File: src/sv/trc_pkg.sv
`timescale 1ns / 1ps

package trc_pkg;

	// Reserve set geometry
	localparam int RESERVE_COUNT_DEF = 14;
	localparam int LANE_SLOTS = 16;
	localparam int RES_W = 16;
	localparam int MASK_W = 14;
	localparam int THR_W = 15;

	// Configuration port
	localparam int CFG_IDX_W = 4;
	localparam int CFG_DATA_W = 16;

	typedef enum logic [CFG_IDX_W-1:0] {
		CFG_RISE_LIMIT = 4'd0,
		CFG_FALL_LIMIT = 4'd1,
		CFG_TOTAL_SAT = 4'd2,
		CFG_ACTIVE_MASK = 4'd3,
		CFG_THR_LOW = 4'd4,
		CFG_THR_HIGH = 4'd5,
		CFG_INCREMENT = 4'd6,
		CFG_TRANSITION = 4'd7
	} cfg_reg_t;

	localparam logic [15:0] TOTAL_SAT_RST = 16'd3200;
	localparam logic [MASK_W-1:0] ACTIVE_MASK_RST = 14'h3FFF;

	// Ratio scaling: products are clamped, then divided by 1000 with a reciprocal
	localparam int PROD_W = 24;
	localparam int QUOT_W = 14;
	localparam logic [PROD_W-1:0] PROD_CAP = 24'd9999999;
	localparam logic [24:0] RECIP_1000 = 25'd17179870;
	localparam int RECIP_1000_SHIFT = 34;

	// Step limits: 16-bit values divided by 100 with a reciprocal
	localparam int STEP_W = 10;
	localparam logic [16:0] RECIP_100 = 17'd83887;
	localparam int RECIP_100_SHIFT = 23;

	// Output caps
	localparam logic [12:0] PURGE_MAX = 13'd8000;
	localparam logic [12:0] AIR_MAX = 13'd8000;
	localparam logic [11:0] TOTAL_CAP = 12'd3200;
	localparam logic [14:0] MASKED_CAP = 15'd32000;
	localparam logic [14:0] INCREMENT_CAP = 15'd32000;
	localparam logic [8:0] TRANSITION_CAP = 9'd500;

	// Load strobes: an item moves into the named stage
	typedef struct packed {
		logic load_s1;
		logic load_s2;
		logic load_s3;
		logic load_s4;
	} pipe_ctl_t;

	// Settings seen by the merging stage
	typedef struct packed {
		logic [15:0] total_sat;
		logic [MASK_W-1:0] active_mask;
		logic [THR_W-1:0] thr_low;
		logic [THR_W-1:0] thr_high;
	} merge_cfg_t;

endpackage

File: src/sv/trc_purge_slew.sv
`timescale 1ns / 1ps

module trc_purge_slew (
	input logic clk,
	input logic arst_n,
	input trc_pkg::pipe_ctl_t ctl,
	input logic [15:0] rise_limit,
	input logic signed [15:0] fall_limit,
	input logic [15:0] torque,
	input logic [trc_pkg::QUOT_W-1:0] quot,
	output logic [12:0] held
);

	logic [32:0] rise_prod;
	logic [32:0] fall_prod;
	logic [15:0] fall_mag;
	logic [trc_pkg::STEP_W-1:0] inc_q;
	logic [trc_pkg::STEP_W-1:0] dec_q;
	logic [12:0] held_q;
	logic seeded_q;
	logic [15:0] quot_w;
	logic [15:0] target;
	logic [13:0] up_sum;
	logic [15:0] up_val;
	logic [12:0] dec_w;
	logic [12:0] down_sub;
	logic [15:0] down_val;
	logic [15:0] next_val;
	logic [12:0] held_d;

	// Scale step limits by 1/100; a positive fall limit allows no decrease
	assign fall_mag = fall_limit[15] ? 16'(~fall_limit + 16'sd1) : 16'd0;
	assign rise_prod = {17'd0, rise_limit} * {16'd0, trc_pkg::RECIP_100};
	assign fall_prod = {17'd0, fall_mag} * {16'd0, trc_pkg::RECIP_100};

	always_ff @(posedge clk or negedge arst_n) begin
		if (!arst_n) begin
			inc_q <= '0;
			dec_q <= '0;
		end else begin
			inc_q <= rise_prod[trc_pkg::RECIP_100_SHIFT +: trc_pkg::STEP_W];
			dec_q <= fall_prod[trc_pkg::RECIP_100_SHIFT +: trc_pkg::STEP_W];
		end
	end

	// Target is the larger of requested torque and scaled ratio
	assign quot_w = {{(16 - trc_pkg::QUOT_W){1'b0}}, quot};
	assign target = (quot_w > torque) ? quot_w : torque;

	// Rise toward the target by at most one step
	assign up_sum = {1'b0, held_q} + {{(14 - trc_pkg::STEP_W){1'b0}}, inc_q};
	assign up_val = ({2'd0, up_sum} < target) ? {2'd0, up_sum} : target;

	// Fall toward the target by at most one step, floored at zero
	assign dec_w = {{(13 - trc_pkg::STEP_W){1'b0}}, dec_q};
	assign down_sub = (held_q > dec_w) ? (held_q - dec_w) : 13'd0;
	assign down_val = ({3'd0, down_sub} > target) ? {3'd0, down_sub} : target;

	always_comb begin
		priority if (!seeded_q) begin
			next_val = target;
		end else if (target > {3'd0, held_q}) begin
			next_val = up_val;
		end else begin
			next_val = down_val;
		end
		held_d = (next_val > {3'd0, trc_pkg::PURGE_MAX}) ? trc_pkg::PURGE_MAX : next_val[12:0];
	end

	// Hold the purge reserve between items; the first item seeds it
	always_ff @(posedge clk or negedge arst_n) begin
		if (!arst_n) begin
			held_q <= '0;
			seeded_q <= 1'b0;
		end else if (ctl.load_s3) begin
			held_q <= held_d;
			seeded_q <= 1'b1;
		end
	end

	assign held = held_q;

endmodule

File: config.mk
export PLATFORM = sky130hd
export DESIGN_NAME = trc_purge_slew
export DESIGN_NICKNAME = d
export VERILOG_FILES = /design/src/sv/trc_pkg.sv /design/src/sv/trc_purge_slew.sv
export SDC_FILE = /design/constraint.sdc
export NUM_CORES = 1
export LEC_CHECK = 0
export BUFFER_PORTS_ARGS = -buffer_cell sky130_fd_sc_hd__clkbuf_2
export CORE_MARGIN = 10
export CORE_UTILIZATION = 51
export DETAILED_ROUTE_END_ITERATION = 10
export PLACE_DENSITY = 0.72
export SYNTH_ARGS = -nofsm -noshare
export SYNTH_HDL_FRONTEND = slang
export SYNTH_SLANG_ARGS = --single-unit
File: constraint.sdc
create_clock -name clk -period 10.6 [get_ports clk]
set_clock_uncertainty 0.15 [all_clocks]
set_input_delay 1.06 -clock clk [delete_from_list [all_inputs] [get_ports clk]]
set_output_delay 1.06 -clock clk [all_outputs]
set_load 0.03 [all_outputs]
==> impl_metrics.ini <==
[detailed_routing]
first_iter_violations = 529
wirelength_um = 30400
firstDrtPassIters = 5
vias_per_cell = 5.42
ant_nets = 0
wl_per_cell_um = 16.3
drc = 0
num_vias = 10100

[floorplan]
die-area_um2 = 33900
ioPinCount = 81
coreArea_um2 = 26700
core.rowCount = 60
start_util_pct = 51.4
die_h_um = 184
dieWidth_um = 184

[cts]
cts_buffer_depth = 2
cts_sinks = 34
cts_tree = built
clk_pin_slew_ns = 0.06
clockRootBuffer = clkbuf_16
htree_levels = 2
clock_latency_ns = 0.28
cts_resized = 0
hold_buffers = 0
post-cts-setup-buffers = 0
cts_inserted_buffers = 5

[critical_path]
max_stage_delay_ns = 0.58
cp.buffers_inverters = 4
startpoint_type = input port
worst-setup-path-type = input port to register
cpLargestDelayFamily = adder cells
end_kind = register
worstPathRequired_ns = 10.65
slowest_stage = nor4_1
worst-path-max-fanout = 5
arrival_ns = 8.37

[power_and_ir_drop]
seqPwrFrac_pct = 6.5
peakVddDrop_uv = 129
p_int_uw = 1890
p_leak_uw = 0.00822
p_per_area_nw_per_um2 = 276
netSwitchingPower_uw = 2170
total_power_uw = 4060
combinationalPowerShare_pct = 88.8
power_frac_clock_pct = 4.7
switching_share_pct = 53.5

[finish]
antenna_cells = 0
drive_gt1_share_pct = 7.13
area_delta_synth_final_pct = 7.05
layout.nets = 2129
nFillCells = 2391

[global_route]
grt.total_usage_pct = 18.4
grt_max_degree = 35
globalRouteOverflowTotal = 0
grt_pass1_wl_um = 51400
antenna_found_initial = 0
grt_pass1_vias = 10600

[place]
dp_hpwl_um = 27400
portBuffers = 77
place.gp.congestion = 0.929

[logic_synthesis]
ys_seq_elements = 34
synth-async-reset-ratio_pct = 100
synth.area.top_cells = ha_1 31%, fa_1 28%, inv_1 9.9%
synth_area_per_cell_um2 = 9.46
synth_common_cells = 361 x inv_1, 343 x ha_1, 191 x fa_1, 49 x nor2_1
synth_edf_count = 0
yosysUniqueCellTypes = 77
synthFlopType = dfrtp_1
synth_top_area_share_pct = 31.3
synth.most_common_cell = inv_1
synth.cell_area_um2 = 13700
synth_cells = 1451
ys_seq_area_share_pct = 6.20
synth.largest_area_cell = ha_1
ys_warn_count = 0

[timing]
rsz0062_at_grt = no
setup_tns_ns = 0
fin_crit_sh_pct = 78.5
drv_slew = 0
slew_headroom_pct = 39.5
fmax_mhz = 120
tightest_slew_ns = 0.897
min_period_ns = 8.32
hold_viol = 0
setup_viol = 0

[worst_hold_path]
hold_class = register to register

[run]
max_cap_viol_count = 0

[status]
status = finished clean
layout make-up:
class	count	area, um2	area share (%)
inverters	362	1360	9.24
clock buffers	5	125	0.851
multi-input cells	1045	11500	78.0
clock inverters	3	68.8	0.468
repair buffers	79	400	2.72
flip-flops and latches	34	851	5.79
well taps	341	427	2.90
through the flow:
step	setup WS (ns)	area (um2)	utilization (%)	cells	hold WS, ns
after floorplan	2.94	13700	-	1452	0.380
after global placement	2.06	14500	54.3	1861	0.459
after detailed placement	2.02	14500	54.3	1861	0.474
after CTS	2.30	14700	55.0	1869	0.487
after global routing	1.59	14700	55.0	1869	0.539
final	2.28	14700	55.0	1869	0.499
cell families after synthesis:
group	Yosys count	share of synthesized area [%]
multiplexers	16	1.24
AO/OA/AOI/OAI	216	11.1
adder cells (fa/ha/maj)	534	59.1
other	2	0.0547
flip-flops	34	6.20
AND/OR/NAND/NOR	230	9.07
XOR/XNOR	46	2.93
buffers and inverters	373	10.3
power by group through the flow:
stage / registers (uW) / logic (uW) / clock network [uW]
after global placement: 264 / 3460 / 0
after floorplan: 279 / 2650 / 0
after detailed placement: 265 / 3570 / 0
final: 265 / 3600 / 190
after global routing: 271 / 4140 / 201
after CTS: 263 / 3620 / 193
state kept, by name, indices dropped and copies added, names as in the netlist:
name / cells
seeded_q: 1
dec_q: 10
inc_q: 10
held: 13
worst register-to-register path, stage by stage, from the launching register on:
cell and delay [ns]:
dfrtp_1 0.51, ha_1 0.38, nor2b_1 0.16, o31ai_1 0.47, a211oi_1 0.25, nor3b_1 0.22
o21a_1 0.46, o21bai_1 0.26, inv_1 0.08, ha_1 0.32, nand4_1 0.15, nor3_1 0.25
a2111oi_0 0.17, a211oi_1 0.47, o211a_1 0.53, a31oi_4 0.14, a221oi_2 0.35, or4b_4 0.53
nor4b_4 0.52, o22ai_1 0.19
cells in the final DEF (no fill, tap or decap), drive strengths merged, types with 8 or more instances in the layout:
cell type / instances
inv: 361
ha: 343
fa: 191
clkbuf: 82
nor2: 49
a21oi: 48
nand2: 46
o21ai: 40
dfrtp: 34
xnor2: 29
nor3: 23
a21o: 21
nand3: 21
xor2: 17
a211oi: 17
nand4: 14
nor2b: 13
mux2i: 11
o21a: 10
nand2b: 10
o211ai: 9
nor4: 8
path summary, 6_finish.rpt:
kind / start / to / slack [ns] / cells after the start
max: fall_limit[0] / dec_q[9] / 2.28 / 28
min: seeded_q / seeded_q / 0.50 / 2
max reg2reg: held[1] / held[5] / 3.88 / 19
min reg2reg: seeded_q / seeded_q / 0.50 / 2
max in group asynchronous: arst_n / held[2] / 9.00 / 1
min in group asynchronous: arst_n / held[9] / 0.74 / 1
metal layers:
metal,vias up,global-route usage [%],wire length [um]
met1,4910,25.1,14200
met5,-,0,0
met4,0,3.44,595
li1,4986,-,-
met2,198,31.3,14600
met3,34,1.61,997
(Power assumes the default switching activity.)
