## src/sv/trc_pkg.sv

```systemverilog
`timescale 1ns / 1ps

package trc_pkg;

	// Reserve set geometry
	localparam int RESERVE_COUNT_DEF = 14;
	localparam int LANE_SLOTS = 16;
	localparam int RES_W = 16;
	localparam int MASK_W = 14;
	localparam int THR_W = 15;

	// Configuration port
	localparam int CFG_IDX_W = 4;
	localparam int CFG_DATA_W = 16;

	typedef enum logic [CFG_IDX_W-1:0] {
		CFG_RISE_LIMIT = 4'd0,
		CFG_FALL_LIMIT = 4'd1,
		CFG_TOTAL_SAT = 4'd2,
		CFG_ACTIVE_MASK = 4'd3,
		CFG_THR_LOW = 4'd4,
		CFG_THR_HIGH = 4'd5,
		CFG_INCREMENT = 4'd6,
		CFG_TRANSITION = 4'd7
	} cfg_reg_t;

	localparam logic [15:0] TOTAL_SAT_RST = 16'd3200;
	localparam logic [MASK_W-1:0] ACTIVE_MASK_RST = 14'h3FFF;

	// Ratio scaling: products are clamped, then divided by 1000 with a reciprocal
	localparam int PROD_W = 24;
	localparam int QUOT_W = 14;
	localparam logic [PROD_W-1:0] PROD_CAP = 24'd9999999;
	localparam logic [24:0] RECIP_1000 = 25'd17179870;
	localparam int RECIP_1000_SHIFT = 34;

	// Step limits: 16-bit values divided by 100 with a reciprocal
	localparam int STEP_W = 10;
	localparam logic [16:0] RECIP_100 = 17'd83887;
	localparam int RECIP_100_SHIFT = 23;

	// Output caps
	localparam logic [12:0] PURGE_MAX = 13'd8000;
	localparam logic [12:0] AIR_MAX = 13'd8000;
	localparam logic [11:0] TOTAL_CAP = 12'd3200;
	localparam logic [14:0] MASKED_CAP = 15'd32000;
	localparam logic [14:0] INCREMENT_CAP = 15'd32000;
	localparam logic [8:0] TRANSITION_CAP = 9'd500;

	// Load strobes: an item moves into the named stage
	typedef struct packed {
		logic load_s1;
		logic load_s2;
		logic load_s3;
		logic load_s4;
	} pipe_ctl_t;

	// Settings seen by the merging stage
	typedef struct packed {
		logic [15:0] total_sat;
		logic [MASK_W-1:0] active_mask;
		logic [THR_W-1:0] thr_low;
		logic [THR_W-1:0] thr_high;
	} merge_cfg_t;

endpackage

```

## src/sv/trc_merge.sv

```systemverilog
`timescale 1ns / 1ps

module trc_merge #(
	parameter int RESERVE_COUNT = trc_pkg::RESERVE_COUNT_DEF
) (
	input logic clk,
	input logic arst_n,
	input trc_pkg::pipe_ctl_t ctl,
	input trc_pkg::merge_cfg_t cfg,
	input logic [trc_pkg::RES_W-1:0] res [RESERVE_COUNT],
	output logic [11:0] total,
	output logic [14:0] masked,
	output logic active
);

	localparam int N = trc_pkg::LANE_SLOTS;

	logic [trc_pkg::RES_W-1:0] tot_node [1:2*N-1];
	logic [trc_pkg::RES_W-1:0] msk_node [1:2*N-1];
	logic [11:0] tot_cap;
	logic flag_q;

	// Lanes: gate each reserve into the total and masked trees
	for (genvar i = 0; i < N; i++) begin : g_lane
		if (i < RESERVE_COUNT) begin : g_used
			assign tot_node[N + i] = res[i];
			if (i < trc_pkg::MASK_W) begin : g_mask
				assign msk_node[N + i] = cfg.active_mask[i] ? res[i] : '0;
			end else begin : g_nomask
				assign msk_node[N + i] = '0;
			end
		end else begin : g_unused
			assign tot_node[N + i] = '0;
			assign msk_node[N + i] = '0;
		end
	end

	// Pairwise maximum tree
	for (genvar k = 1; k < N; k++) begin : g_tree
		assign tot_node[k] = (tot_node[2*k] > tot_node[2*k+1]) ? tot_node[2*k] : tot_node[2*k+1];
		assign msk_node[k] = (msk_node[2*k] > msk_node[2*k+1]) ? msk_node[2*k] : msk_node[2*k+1];
	end

	// Apply caps
	assign tot_cap = (tot_node[1] > {4'd0, trc_pkg::TOTAL_CAP}) ? trc_pkg::TOTAL_CAP
		: tot_node[1][11:0];
	assign total = ({4'd0, tot_cap} > cfg.total_sat) ? cfg.total_sat[11:0] : tot_cap;
	assign masked = (msk_node[1] > {1'b0, trc_pkg::MASKED_CAP}) ? trc_pkg::MASKED_CAP
		: msk_node[1][14:0];

	// Hysteresis: low threshold wins when the two overlap
	always_comb begin
		priority if (masked <= cfg.thr_low) begin
			active = 1'b0;
		end else if (masked >= cfg.thr_high) begin
			active = 1'b1;
		end else begin
			active = flag_q;
		end
	end

	always_ff @(posedge clk or negedge arst_n) begin
		if (!arst_n) begin
			flag_q <= 1'b0;
		end else if (ctl.load_s4) begin
			flag_q <= active;
		end
	end

endmodule

```

## config.mk

```make
export PLATFORM = sky130hd
export DESIGN_NAME = trc_merge
export DESIGN_NICKNAME = d
export VERILOG_FILES = /design/src/sv/trc_pkg.sv /design/src/sv/trc_merge.sv
export SDC_FILE = /design/constraint.sdc
export NUM_CORES = 1
export LEC_CHECK = 0
export ABC_AREA = 1
export BUFFER_PORTS_ARGS = -buffer_cell sky130_fd_sc_hd__buf_2
export CAP_MARGIN = 15
export CELL_PAD_IN_SITES_DETAIL_PLACEMENT = 1
export CELL_PAD_IN_SITES_GLOBAL_PLACEMENT = 2
export CORE_MARGIN = 2
export CORE_UTILIZATION = 32
export DETAILED_ROUTE_END_ITERATION = 8
export GPL_TIMING_DRIVEN = 0
export PLACE_DENSITY_LB_ADDON = 0.1
export SLEW_MARGIN = 20
export SYNTH_ARGS = -nofsm -noshare
export SYNTH_HDL_FRONTEND = slang
export SYNTH_SLANG_ARGS = --single-unit
```

## constraint.sdc

```tcl
create_clock -name clk -period 22.7 [get_ports clk]
set_clock_uncertainty 0.1 [all_clocks]
set_input_delay 3.405 -clock clk [delete_from_list [all_inputs] [get_ports clk]]
set_output_delay 3.405 -clock clk [all_outputs]
set_load 0.02 [all_outputs]
```

==> flow_summary.yaml, run 1 <==
finish:
  fin_nets: 4059
  stdcell_area_um2: 19300
  reg.largest.list: "flag_q: 1 flops"
  registers.top_by_ff_count: "flag_q"
  diodes: 0
  syn_to_final_growth_pct: 13.95
  largest_register_ff_count: 1
  fraction_of_layout_instances_using_a_drive_strength_above_1_pct: 10.89
  final_core_utilization_pct: 36.80
timing:
  min_period_over_period_pct: 83.70
  slew-limit-headroom_pct: 26.03
  timing.final.crit_period_ns: 19.00
  setup-violations-final: 0
  rsz0062_at_grt: "false"
  fin_tns_setup_ns: 0
  tightest_slew_ns: 1.098
  hold_viol: 0
  max_clock_freq_ghz: 0.05263
  final_max_slew_viol_count: 0
worst_setup_path:
  required_ns: 19.19
  regToRegStartpoint: "flag_q"
  timing.critical_path.buf_inv: 17
  crit_path_max_fanout: 10
  top_cell_family_by_delay_on_the_critical_path: "compound AO/OA/AOI/OAI gates"
  rr_endpoint: "flag_q"
  critical_path.endpoint_type: "output pin"
  rrSetupSlack_ns: 21.64
  crit_top_cell: "sky130_fd_sc_hd__nand2_1"
  critPathMaxStageDelay_ns: 0.44
  worstSetupPathType: "in -> out"
  slowest_stage: "sky130_fd_sc_hd__ha_1"
  arrival_ns: 15.50
  critPathLaunchType: "input pin"
  worst_case_reg_to_reg_path_depth: 6
route:
  post_detailed_route_wirelength_per_cell_um: 19.02
  totalWireLength_mm: 76.47
  vias: 21240
  drt_first_iter_violations: 911
  viasPerCell: 5.283
  route.detailed.drc: 0
  route.antenna.remaining_nets: 0
  drt_pass1_iterations: 5
floorplanning:
  floorplan.die.width_um: 234.1
  floorplan.initialDensity_pct: 32.29
  area_of_the_die_um2: 54780
  io_pins: 318
  std_cell_rows: 84
  design.core.area_um2: 52450
  die_h_um: 234.1
global_route:
  grt_use_total_pct: 27.30
  first_pass_grt_wire_length_mm: 118.2
  via_count_of_the_first_global_routing_pass: 21730
  global_route.overflow_total: 0
  antenna_found_initial: 0
  grt_max_degree: 11
clocking:
  postCtsSetupRepairBufs: 0
  post_cts_resized: 0
  cts.reportedPaths.clkPinSlew_ns: 0
  worst_skew_pair.late_latency_ns: 0
  cts_hold_buf: 0
flow_run:
  maxCapViolCount: 0
min_path:
  holdPathStages: 2
  hold_start: "flag_q"
  hold_path_class: "reg -> reg"
  whs_endpoint: "flag_q"
synth:
  synth.ff_latch_count: 1
  synthesis.area_per_instance_um2: 5.586
  postSynth.topFlopCell: "sky130_fd_sc_hd__dfrtp_1"
  synthCells: 3032
  synth_enable_flop_cells: 0
  synth.lib_cells_used.distinct: 51
  yosysWarnings: 0
  yosysSeqAreaShare_pct: 0.1478
  mappedNetlistNets: 3757
  synth_async_sr_flop_share_pct: 100.0
  synth_area_um2: 16940
place:
  placement.cell_area_um2: 19300
  io_buffers: 300
  place_hpwl_mm: 70.76
  gp_weighted_congestion: 0.9537
run_status:
  status: "completed"
power:
  power_per_cell_area_nw_per_um2: 121.7
  p_leak_uw: 0.01136
  max_ir_drop_vdd_uv: 103.9
[Yosys cell counts, types with 2 or more instances]
| cell type | number | area share, % |
|---|---|---|
| sky130_fd_sc_hd__o21ai_1 | 29 | 0.86 |
| sky130_fd_sc_hd__a211oi_1 | 23 | 1.0 |
| sky130_fd_sc_hd__o221ai_1 | 11 | 0.57 |
| sky130_fd_sc_hd__nand3b_1 | 15 | 0.66 |
| sky130_fd_sc_hd__o21a_1 | 10 | 0.44 |
| sky130_fd_sc_hd__nor4_1 | 4 | 0.15 |
| sky130_fd_sc_hd__buf_4 | 3 | 0.13 |
| sky130_fd_sc_hd__a21oi_1 | 262 | 7.7 |
| sky130_fd_sc_hd__inv_2 | 10 | 0.22 |
| sky130_fd_sc_hd__nand3_1 | 112 | 3.3 |
| sky130_fd_sc_hd__buf_2 | 15 | 0.44 |
| sky130_fd_sc_hd__o2111ai_1 | 8 | 0.41 |
| sky130_fd_sc_hd__nand2_1 | 944 | 21 |
| sky130_fd_sc_hd__clkinv_1 | 2 | 0.044 |
| sky130_fd_sc_hd__inv_1 | 400 | 8.9 |
| sky130_fd_sc_hd__nor3_1 | 27 | 0.80 |
| sky130_fd_sc_hd__clkbuf_2 | 2 | 0.059 |
| sky130_fd_sc_hd__o221a_2 | 9 | 0.60 |
| sky130_fd_sc_hd__a21o_1 | 4 | 0.18 |
| sky130_fd_sc_hd__nor2_1 | 211 | 4.7 |
| sky130_fd_sc_hd__a221oi_1 | 6 | 0.31 |
| sky130_fd_sc_hd__nand2_2 | 9 | 0.33 |
| sky130_fd_sc_hd__clkbuf_1 | 73 | 1.6 |
| sky130_fd_sc_hd__ha_1 | 435 | 32 |
| sky130_fd_sc_hd__nand4_1 | 55 | 2.0 |
| sky130_fd_sc_hd__a2111oi_0 | 2 | 0.10 |
| sky130_fd_sc_hd__o21ai_0 | 279 | 8.2 |
| sky130_fd_sc_hd__buf_6 | 3 | 0.20 |
| sky130_fd_sc_hd__and3_1 | 4 | 0.15 |
| sky130_fd_sc_hd__or4_1 | 2 | 0.089 |
| sky130_fd_sc_hd__and2_1 | 10 | 0.37 |
| sky130_fd_sc_hd__a31oi_1 | 2 | 0.074 |
| sky130_fd_sc_hd__or2_2 | 5 | 0.18 |
| sky130_fd_sc_hd__o211ai_1 | 7 | 0.31 |
| sky130_fd_sc_hd__o21ai_2 | 2 | 0.10 |
| sky130_fd_sc_hd__nor3b_1 | 5 | 0.22 |
| sky130_fd_sc_hd__o21bai_1 | 9 | 0.40 |
| sky130_fd_sc_hd__buf_1 | 10 | 0.22 |
[worst max-delay path by stage]
stage	startpoint	to	slack, ns	cells after the start
after floorplan	res[195]	total[10]	6.75	62
after global placement	res[195]	total[5]	4.04	61
after detailed placement	res[195]	total[10]	3.74	63
after CTS	res[195]	total[10]	3.71	64
after global routing	res[195]	total[10]	2.39	67
final	res[195]	total[10]	3.70	65
[logic make-up (layout without fill, tap and decap cells)]
| logic type | Yosys count | after routing | synth area share [%] |
|---|---|---|---|
| adder cells (fa/ha/maj) | 435 | 435 | 32.14 |
| flip-flops | 1 | 1 | 0.1477 |
| AO/OA/AOI/OAI | 671 | 671 | 21.79 |
| buffers and inverters | 518 | 818 | 11.81 |
| XOR/XNOR | 1 | 1 | 0.05172 |
| AND/OR/NAND/NOR | 1406 | 1406 | 34.07 |
[layout by cell type (no fill, tap or decap), types with 3 or more instances in the layout]
| cell type | synthesis | routed |
|---|---|---|
| sky130_fd_sc_hd__a211oi_1 | 23 | 23 |
| sky130_fd_sc_hd__a21o_1 | 4 | 4 |
| sky130_fd_sc_hd__a21oi_1 | 262 | 262 |
| sky130_fd_sc_hd__a221oi_1 | 6 | 6 |
| sky130_fd_sc_hd__and2_1 | 10 | 10 |
| sky130_fd_sc_hd__and3_1 | 4 | 4 |
| sky130_fd_sc_hd__buf_1 | 10 | 10 |
| sky130_fd_sc_hd__buf_2 | 15 | 315 |
| sky130_fd_sc_hd__buf_4 | 3 | 3 |
| sky130_fd_sc_hd__buf_6 | 3 | 3 |
| sky130_fd_sc_hd__clkbuf_1 | 73 | 73 |
| sky130_fd_sc_hd__ha_1 | 435 | 435 |
| sky130_fd_sc_hd__inv_1 | 400 | 400 |
| sky130_fd_sc_hd__inv_2 | 10 | 10 |
| sky130_fd_sc_hd__nand2_1 | 944 | 944 |
| sky130_fd_sc_hd__nand2_2 | 9 | 9 |
| sky130_fd_sc_hd__nand3_1 | 112 | 112 |
| sky130_fd_sc_hd__nand3b_1 | 15 | 15 |
| sky130_fd_sc_hd__nand4_1 | 55 | 55 |
| sky130_fd_sc_hd__nor2_1 | 211 | 211 |
| sky130_fd_sc_hd__nor3_1 | 27 | 27 |
| sky130_fd_sc_hd__nor3b_1 | 5 | 5 |
| sky130_fd_sc_hd__nor4_1 | 4 | 4 |
| sky130_fd_sc_hd__o2111ai_1 | 8 | 8 |
| sky130_fd_sc_hd__o211ai_1 | 7 | 7 |
| sky130_fd_sc_hd__o21a_1 | 10 | 10 |
| sky130_fd_sc_hd__o21ai_0 | 279 | 279 |
| sky130_fd_sc_hd__o21ai_1 | 29 | 29 |
| sky130_fd_sc_hd__o21bai_1 | 9 | 9 |
| sky130_fd_sc_hd__o221a_2 | 9 | 9 |
| sky130_fd_sc_hd__o221ai_1 | 11 | 11 |
| sky130_fd_sc_hd__or2_2 | 5 | 5 |
[per-stage QoR]
stage / std cells / setup WS (ns) / hold WS, ns / total power, µW
final: 4020 / 3.699 / 0.3771 / 2348
after detailed placement: 4020 / 3.739 / 0.3788 / 2355
after CTS: 4020 / 3.712 / 0.3814 / 2365
after global routing: 4020 / 2.389 / 0.3956 / 2698
after floorplan: 3032 / 6.753 / 0.3495 / 1612
after global placement: 4020 / 4.039 / 0.3804 / 2270
[area by class of cell]
cell class	instances	area [µm²]
Fill cell	7365	33150
Sequential cell	1	25.02
Multi-Input combinational cell	2513	14910
Inverter	412	1546
Tap cell	688	860.8
Timing Repair Buffer	300	1501
Buffer	106	452.9
[per-layer routing]
| layer | vias up | routed length (µm) | GRT usage [%] |
|---|---|---|---|
| met3 | 51 | 1884 | 0.6323 |
| met4 | 0 | 1150 | 3.441 |
| met5 | - | 0 | 0 |
| li1 | 10730 | - | - |
| met1 | 10130 | 36470 | 36.70 |
| met2 | 323 | 36960 | 49.60 |
[worst reg2reg max path, cell delays in order, from the launching register on]
cell,delay [ns]
sky130_fd_sc_hd__dfrtp_1,0.36
sky130_fd_sc_hd__nor2_1,0.10
sky130_fd_sc_hd__o2111ai_1,0.12
sky130_fd_sc_hd__inv_1,0.07
sky130_fd_sc_hd__nand2_1,0.06
sky130_fd_sc_hd__nand4_1,0.09
sky130_fd_sc_hd__nand2_1,0.05
[power by group]
part	total (µW)	internal, µW	leakage (µW)	switching, µW
Sequential	3.33	2.90	0.0000125	0.427
Clock	0	0	0	0
Combinational	2340	762	0.0113	1580
Total	2350	765	0.0114	1580
Note: power is estimated with default switching activity, not from simulation.
==> run 2: changes to the inputs <==
CORE_UTILIZATION = 30   (was 32)
clock period = 18 ns   (was 22.7 ns; I/O delays follow)
==> flow_summary.yaml, run 2 (synthesized netlist as in run 1, its figures left out) <==
power:
  power_frac_clock_pct: 0
  power_switching_share_pct: 67.35
  max_ir_drop_vdd_uv: 206.6
  power.net_switching_uw: 2007
  p_leak_uw: 0.01139
  pwr-share-seq_pct: 0.1
  power_per_cell_area_nw_per_um2: 153.4
  pint_uw: 973.1
  fin_total_pwr_uw: 2980
  power_frac_comb_pct: 99.9
finish:
  registers.top_by_ff_count: "flag_q"
  layout.cells.most_common_list: "sky130_fd_sc_hd__nand2_1 (944), sky130_fd_sc_hd__ha_1 (435), sky130_fd_sc_hd__inv_1 (400), sky130_fd_sc_hd__buf_2 (315), sky130_fd_sc_hd__a21oi_1 (261)"
  reg.largest.list: "flag_q: 1 flops"
  syn_to_final_growth_pct: 14.68
  largest_register_ff_count: 1
  final_core_utilization_pct: 34.65
  layout.cells.non_filler: 4085
  fin_nets: 4055
  layout_commonest_cell: "sky130_fd_sc_hd__nand2_1"
  fraction_of_layout_instances_using_a_drive_strength_above_1_pct: 11.42
worst_setup_path:
  arrival_ns: 14.03
  critPathMaxStageDelay_ns: 0.67
  rr_endpoint: "flag_q"
  required_ns: 15.20
  critPathLaunchType: "input pin"
  worst_case_reg_to_reg_path_depth: 6
  regToRegStartpoint: "flag_q"
  rrSetupSlack_ns: 16.95
  slowest_stage: "sky130_fd_sc_hd__o21ai_0"
  crit_top_cell: "sky130_fd_sc_hd__nand2_1"
  worstSetupPathType: "in -> out"
  critical_path.endpoint_type: "output pin"
  crit_path_max_fanout: 10
route:
  vias: 21270
  drt_first_iter_violations: 872
  totalWireLength_mm: 77.41
  drt_pass1_iterations: 5
  route.detailed.drc: 0
  post_detailed_route_wirelength_per_cell_um: 18.95
  route.antenna.remaining_nets: 0
  viasPerCell: 5.206
global_route:
  antenna_found_initial: 0
  global_route.overflow_total: 0
  grt_use_total_pct: 25.62
  met2_usage_pct: 45.77
  grt_max_degree: 11
  most_crowded_layer_after_global_routing: "met2"
  first_pass_grt_wire_length_mm: 120.5
  grt_util_met1_pct: 34.88
  globalRouteMet3Util_pct: 0.7991
  via_count_of_the_first_global_routing_pass: 21840
timing:
  final_max_slew_viol_count: 0
  min_period_over_period_pct: 93.52
  hold_viol: 0
  tightest_slew_ns: 0.9515
  timing.final.crit_period_ns: 16.83
  slew-limit-headroom_pct: 35.90
  setup-violations-final: 0
  rsz0062_at_grt: "false"
  max_clock_freq_ghz: 0.05941
  fin_tns_setup_ns: 0
min_path:
  hold_path_class: "reg -> reg"
  hold_start: "flag_q"
  whs_endpoint: "flag_q"
  holdPathStages: 2
clocking:
  worst_skew_pair.late_latency_ns: 0
  cts_hold_buf: 0
  cts.reportedPaths.clkPinSlew_ns: 0
  postCtsSetupRepairBufs: 0
floorplanning:
  io_pins: 318
  floorplan.die.width_um: 241.6
  floorplan.initialDensity_pct: 30.21
  die_h_um: 241.6
  std_cell_rows: 87
  area_of_the_die_um2: 58370
  design.core.area_um2: 56060
place:
  placed_cells_incl_taps: 4088
  place_hpwl_mm: 71.84
  io_buffers: 300
  gp_weighted_congestion: 0.9311
run_status:
  status: "completed"
flow_run:
  maxCapViolCount: 0
## run 2: cell count changes in the layout (fill, tap and decap cells not counted), moves of 5 or more
cell                       before  now
sky130_fd_sc_hd__buf_1         10    5
sky130_fd_sc_hd__o21ai_2        2    8
sky130_fd_sc_hd__o21ai_1       29   44
sky130_fd_sc_hd__o21ai_0      279  258
sky130_fd_sc_hd__clkbuf_1      73   65
sky130_fd_sc_hd__clkbuf_2       2   11
## run 2: repair_timing
action / in CTS / in global routing
resized for setup: 0 / 44
setup endpoints to repair: 0 / 13
hold endpoints to repair: 0 / 0
## run 2: critical path, delay by kind of cell
kind                       cells  cell delay (ns)
and+or+nand+nor               17             1.71
adders and majority gates      5             1.43
buffers and inverters         15             2.55
AOI/OAI and AO/OA             25             5.58
## run 2: layer usage
layer	share of wire (%)	wire length [µm]
met4	1.8	1421
met1	48	37370
met5	0	0
met3	2.6	1988
met2	47	36630
## run 2: cell type report
| class | instances | area (µm²) |
|---|---|---|
| Antenna cell | 1 | 2.502 |
| Buffer | 102 | 449.2 |
| Fill cell | 7821 | 36640 |
| Inverter | 412 | 1546 |
| Multi-Input combinational cell | 2513 | 14950 |
| Sequential cell | 1 | 25.02 |
| Tap cell | 756 | 945.9 |
| Timing Repair Buffer | 300 | 1501 |
## run 2: metrics by stage
step / setup slack [ns] / instance area, µm² / hold WS [ns]
2_1_floorplan: 3.463 / 16940 / 0.3495
3_3_place_gp: 0.6641 / 19380 / 0.3832
3_5_place_dp: 0.2969 / 19380 / 0.3796
4_1_cts: 0.2399 / 19380 / 0.3823
5_1_grt: 0.008921 / 19420 / 0.4011
6_report: 1.167 / 19420 / 0.3766
## run 2: power groups by stage
| stage | registers (µW) | clock network, µW | logic [µW] |
|---|---|---|---|
| after CTS | 4.25 | 0 | 2990 |
| after floorplan | 4.05 | 0 | 2030 |
| final | 4.20 | 0.00000329 | 2980 |
| after global routing | 4.32 | 0 | 3390 |
| after global placement | 4.27 | 0 | 2870 |
| after detailed placement | 4.23 | 0 | 2970 |
## run 2: worst max-delay path by stage
| stage | from | to | slack, ns | cells past startpoint |
|---|---|---|---|---|
| final | res[195] | total[10] | 1.17 | 62 |
| after global placement | cfg[37] | active | 0.66 | 63 |
| after CTS | res[195] | total[10] | 0.24 | 62 |
| after floorplan | res[195] | total[10] | 3.46 | 62 |
| after global routing | res[195] | total[10] | 0.009 | 66 |
| after detailed placement | res[195] | total[10] | 0.30 | 65 |
==> run 3: changes to the inputs <==
--- a/config.mk
+++ b/config.mk
@@ -7,5 +7,5 @@
 export LEC_CHECK = 0
 export ABC_AREA = 1
-export BUFFER_PORTS_ARGS = -buffer_cell sky130_fd_sc_hd__buf_2
+export BUFFER_PORTS_ARGS = -buffer_cell sky130_fd_sc_hd__clkbuf_2
 export CAP_MARGIN = 15
 export CELL_PAD_IN_SITES_DETAIL_PLACEMENT = 1
==> constraint.sdc (replaced) <==
create_clock -name clk -period 18 [get_ports clk]
set_clock_uncertainty 0.1 [all_clocks]
set_input_delay 0.9 -clock clk [delete_from_list [all_inputs] [get_ports clk]]
set_output_delay 0.9 -clock clk [all_outputs]
set_load 0.02 [all_outputs]
==> flow_summary.yaml, run 3 (synthesized netlist as in run 1, its figures left out) <==
finish:
  ff_latch_area_um2: 25.02
  largest_register_ff_count: 1
  final_core_utilization_pct: 34.58
  diodes: 0
  multiInputGateArea_um2: 14910
  fin_nets: 4059
  fraction_of_layout_instances_using_a_drive_strength_above_1_pct: 10.89
  reg.largest.list: "flag_q: 1 flops"
  layout_commonest_cell: "sky130_fd_sc_hd__nand2_1"
  layout.cells.most_common_list: "sky130_fd_sc_hd__nand2_1 (944), sky130_fd_sc_hd__ha_1 (435), sky130_fd_sc_hd__inv_1 (400), sky130_fd_sc_hd__clkbuf_2 (302), sky130_fd_sc_hd__o21ai_0 (279)"
  syn_to_final_growth_pct: 14.45
  registers.top_by_ff_count: "flag_q"
  fill_cells: 7793
clocking:
  worst_skew_pair.late_latency_ns: 0
  cts_hold_buf: 0
  post_cts_resized: 0
  postCtsSetupRepairBufs: 0
  cts.reportedPaths.clkPinSlew_ns: 0
timing:
  max_clock_freq_ghz: 0.07061
  fin_tns_setup_ns: 0
  hold_viol: 0
  rsz0062_at_grt: "false"
  setup-violations-final: 0
  timing.final.crit_period_ns: 14.16
  slew-limit-headroom_pct: 27.36
  min_period_over_period_pct: 78.68
  final_max_slew_viol_count: 0
  tightest_slew_ns: 1.078
global_route:
  first_pass_grt_wire_length_mm: 121.6
  grt_use_total_pct: 25.84
  global_route.overflow_total: 0
  grt_max_degree: 11
  antenna_found_initial: 1
  via_count_of_the_first_global_routing_pass: 22160
worst_setup_path:
  slowest_stage: "sky130_fd_sc_hd__o21ai_0"
  critPathMaxStageDelay_ns: 0.66
  critical_path.endpoint_type: "output pin"
  arrival_ns: 13.16
  critPathLaunchType: "input pin"
  crit_top_cell: "sky130_fd_sc_hd__nand2_1"
  crit_path_max_fanout: 10
  worstSetupPathType: "in -> out"
  required_ns: 17.00
route:
  vias: 21250
  drt_pass1_iterations: 5
  viasPerCell: 5.198
  post_detailed_route_wirelength_per_cell_um: 19.01
  route.antenna.remaining_nets: 0
  totalWireLength_mm: 77.70
  drt_first_iter_violations: 745
  route.detailed.drc: 0
floorplanning:
  std_cell_rows: 87
  die_h_um: 241.6
  floorplan.die.width_um: 241.6
  io_pins: 318
  design.core.area_um2: 56060
  area_of_the_die_um2: 58370
  floorplan.initialDensity_pct: 30.21
place:
  io_buffers: 300
  place_hpwl_mm: 72.05
  gp_weighted_congestion: 0.9262
min_path:
  hold_path_class: "reg -> reg"
run_status:
  status: "completed"
power:
  p_leak_uw: 0.01142
  max_ir_drop_vdd_uv: 200.6
  power_per_cell_area_nw_per_um2: 153.1
flow_run:
  maxCapViolCount: 0
## run 3: final cells by class
type	count	share of cell area (%)
Timing Repair Buffer	300	7.746
Multi-Input combinational cell	2513	76.93
Tap cell	756	4.880
Inverter	412	7.978
Sequential cell	1	0.1291
Buffer	106	2.337
## run 3: per-stage QoR
stage          instance area, µm²  cells  power [µW]  hold slack (ns)  setup WS [ns]
4_1_cts                     19380   4088        2997           0.3833          3.963
3_3_place_gp                19380   4088        2871           0.3823          4.223
3_5_place_dp                19380   4088        2982           0.3807          4.000
5_1_grt                     19380   4088        3388           0.4024          2.598
6_report                    19380   4088        2967           0.3757          3.838
2_1_floorplan               16940   3032        2032           0.3495          7.063
## run 3: routing by layer
metal | share of wire, % | up-vias | track usage [%] | wire (µm)
li1 | - | 10740 | - | -
met1 | 48 | 10120 | 34.81 | 37200
met2 | 48 | 338 | 46.27 | 37000
met3 | 2.8 | 50 | 1.110 | 2194
met4 | 1.7 | 0 | 3.745 | 1300
met5 | 0 | - | 0 | 0
## run 3: power breakdown
part           switching [µW]  internal, µW  total [µW]  leakage, µW
sequential              0.563          3.66        4.23    0.0000125
combinational            2000           962        2960       0.0114
clock                       0             0           0            0
## run 3: critical path: cells and delay by family
kind / cells / cell delay [ns]
compound gates: 24 / 5.75
fa+ha+maj: 5 / 1.58
buf+inv: 16 / 3.30
simple gates: 17 / 1.64
## run 3: final timing paths
check	from	end	slack [ns]	cells after the start
setup / recovery	res[195]	total[7]	3.84	62
hold / removal	flag_q	flag_q	0.38	2
setup reg to reg	flag_q	flag_q	16.96	6
hold reg to reg	flag_q	flag_q	0.38	2
max in group asynchronous	arst_n	flag_q	17.14	1
min in group asynchronous	arst_n	flag_q	0.57	1
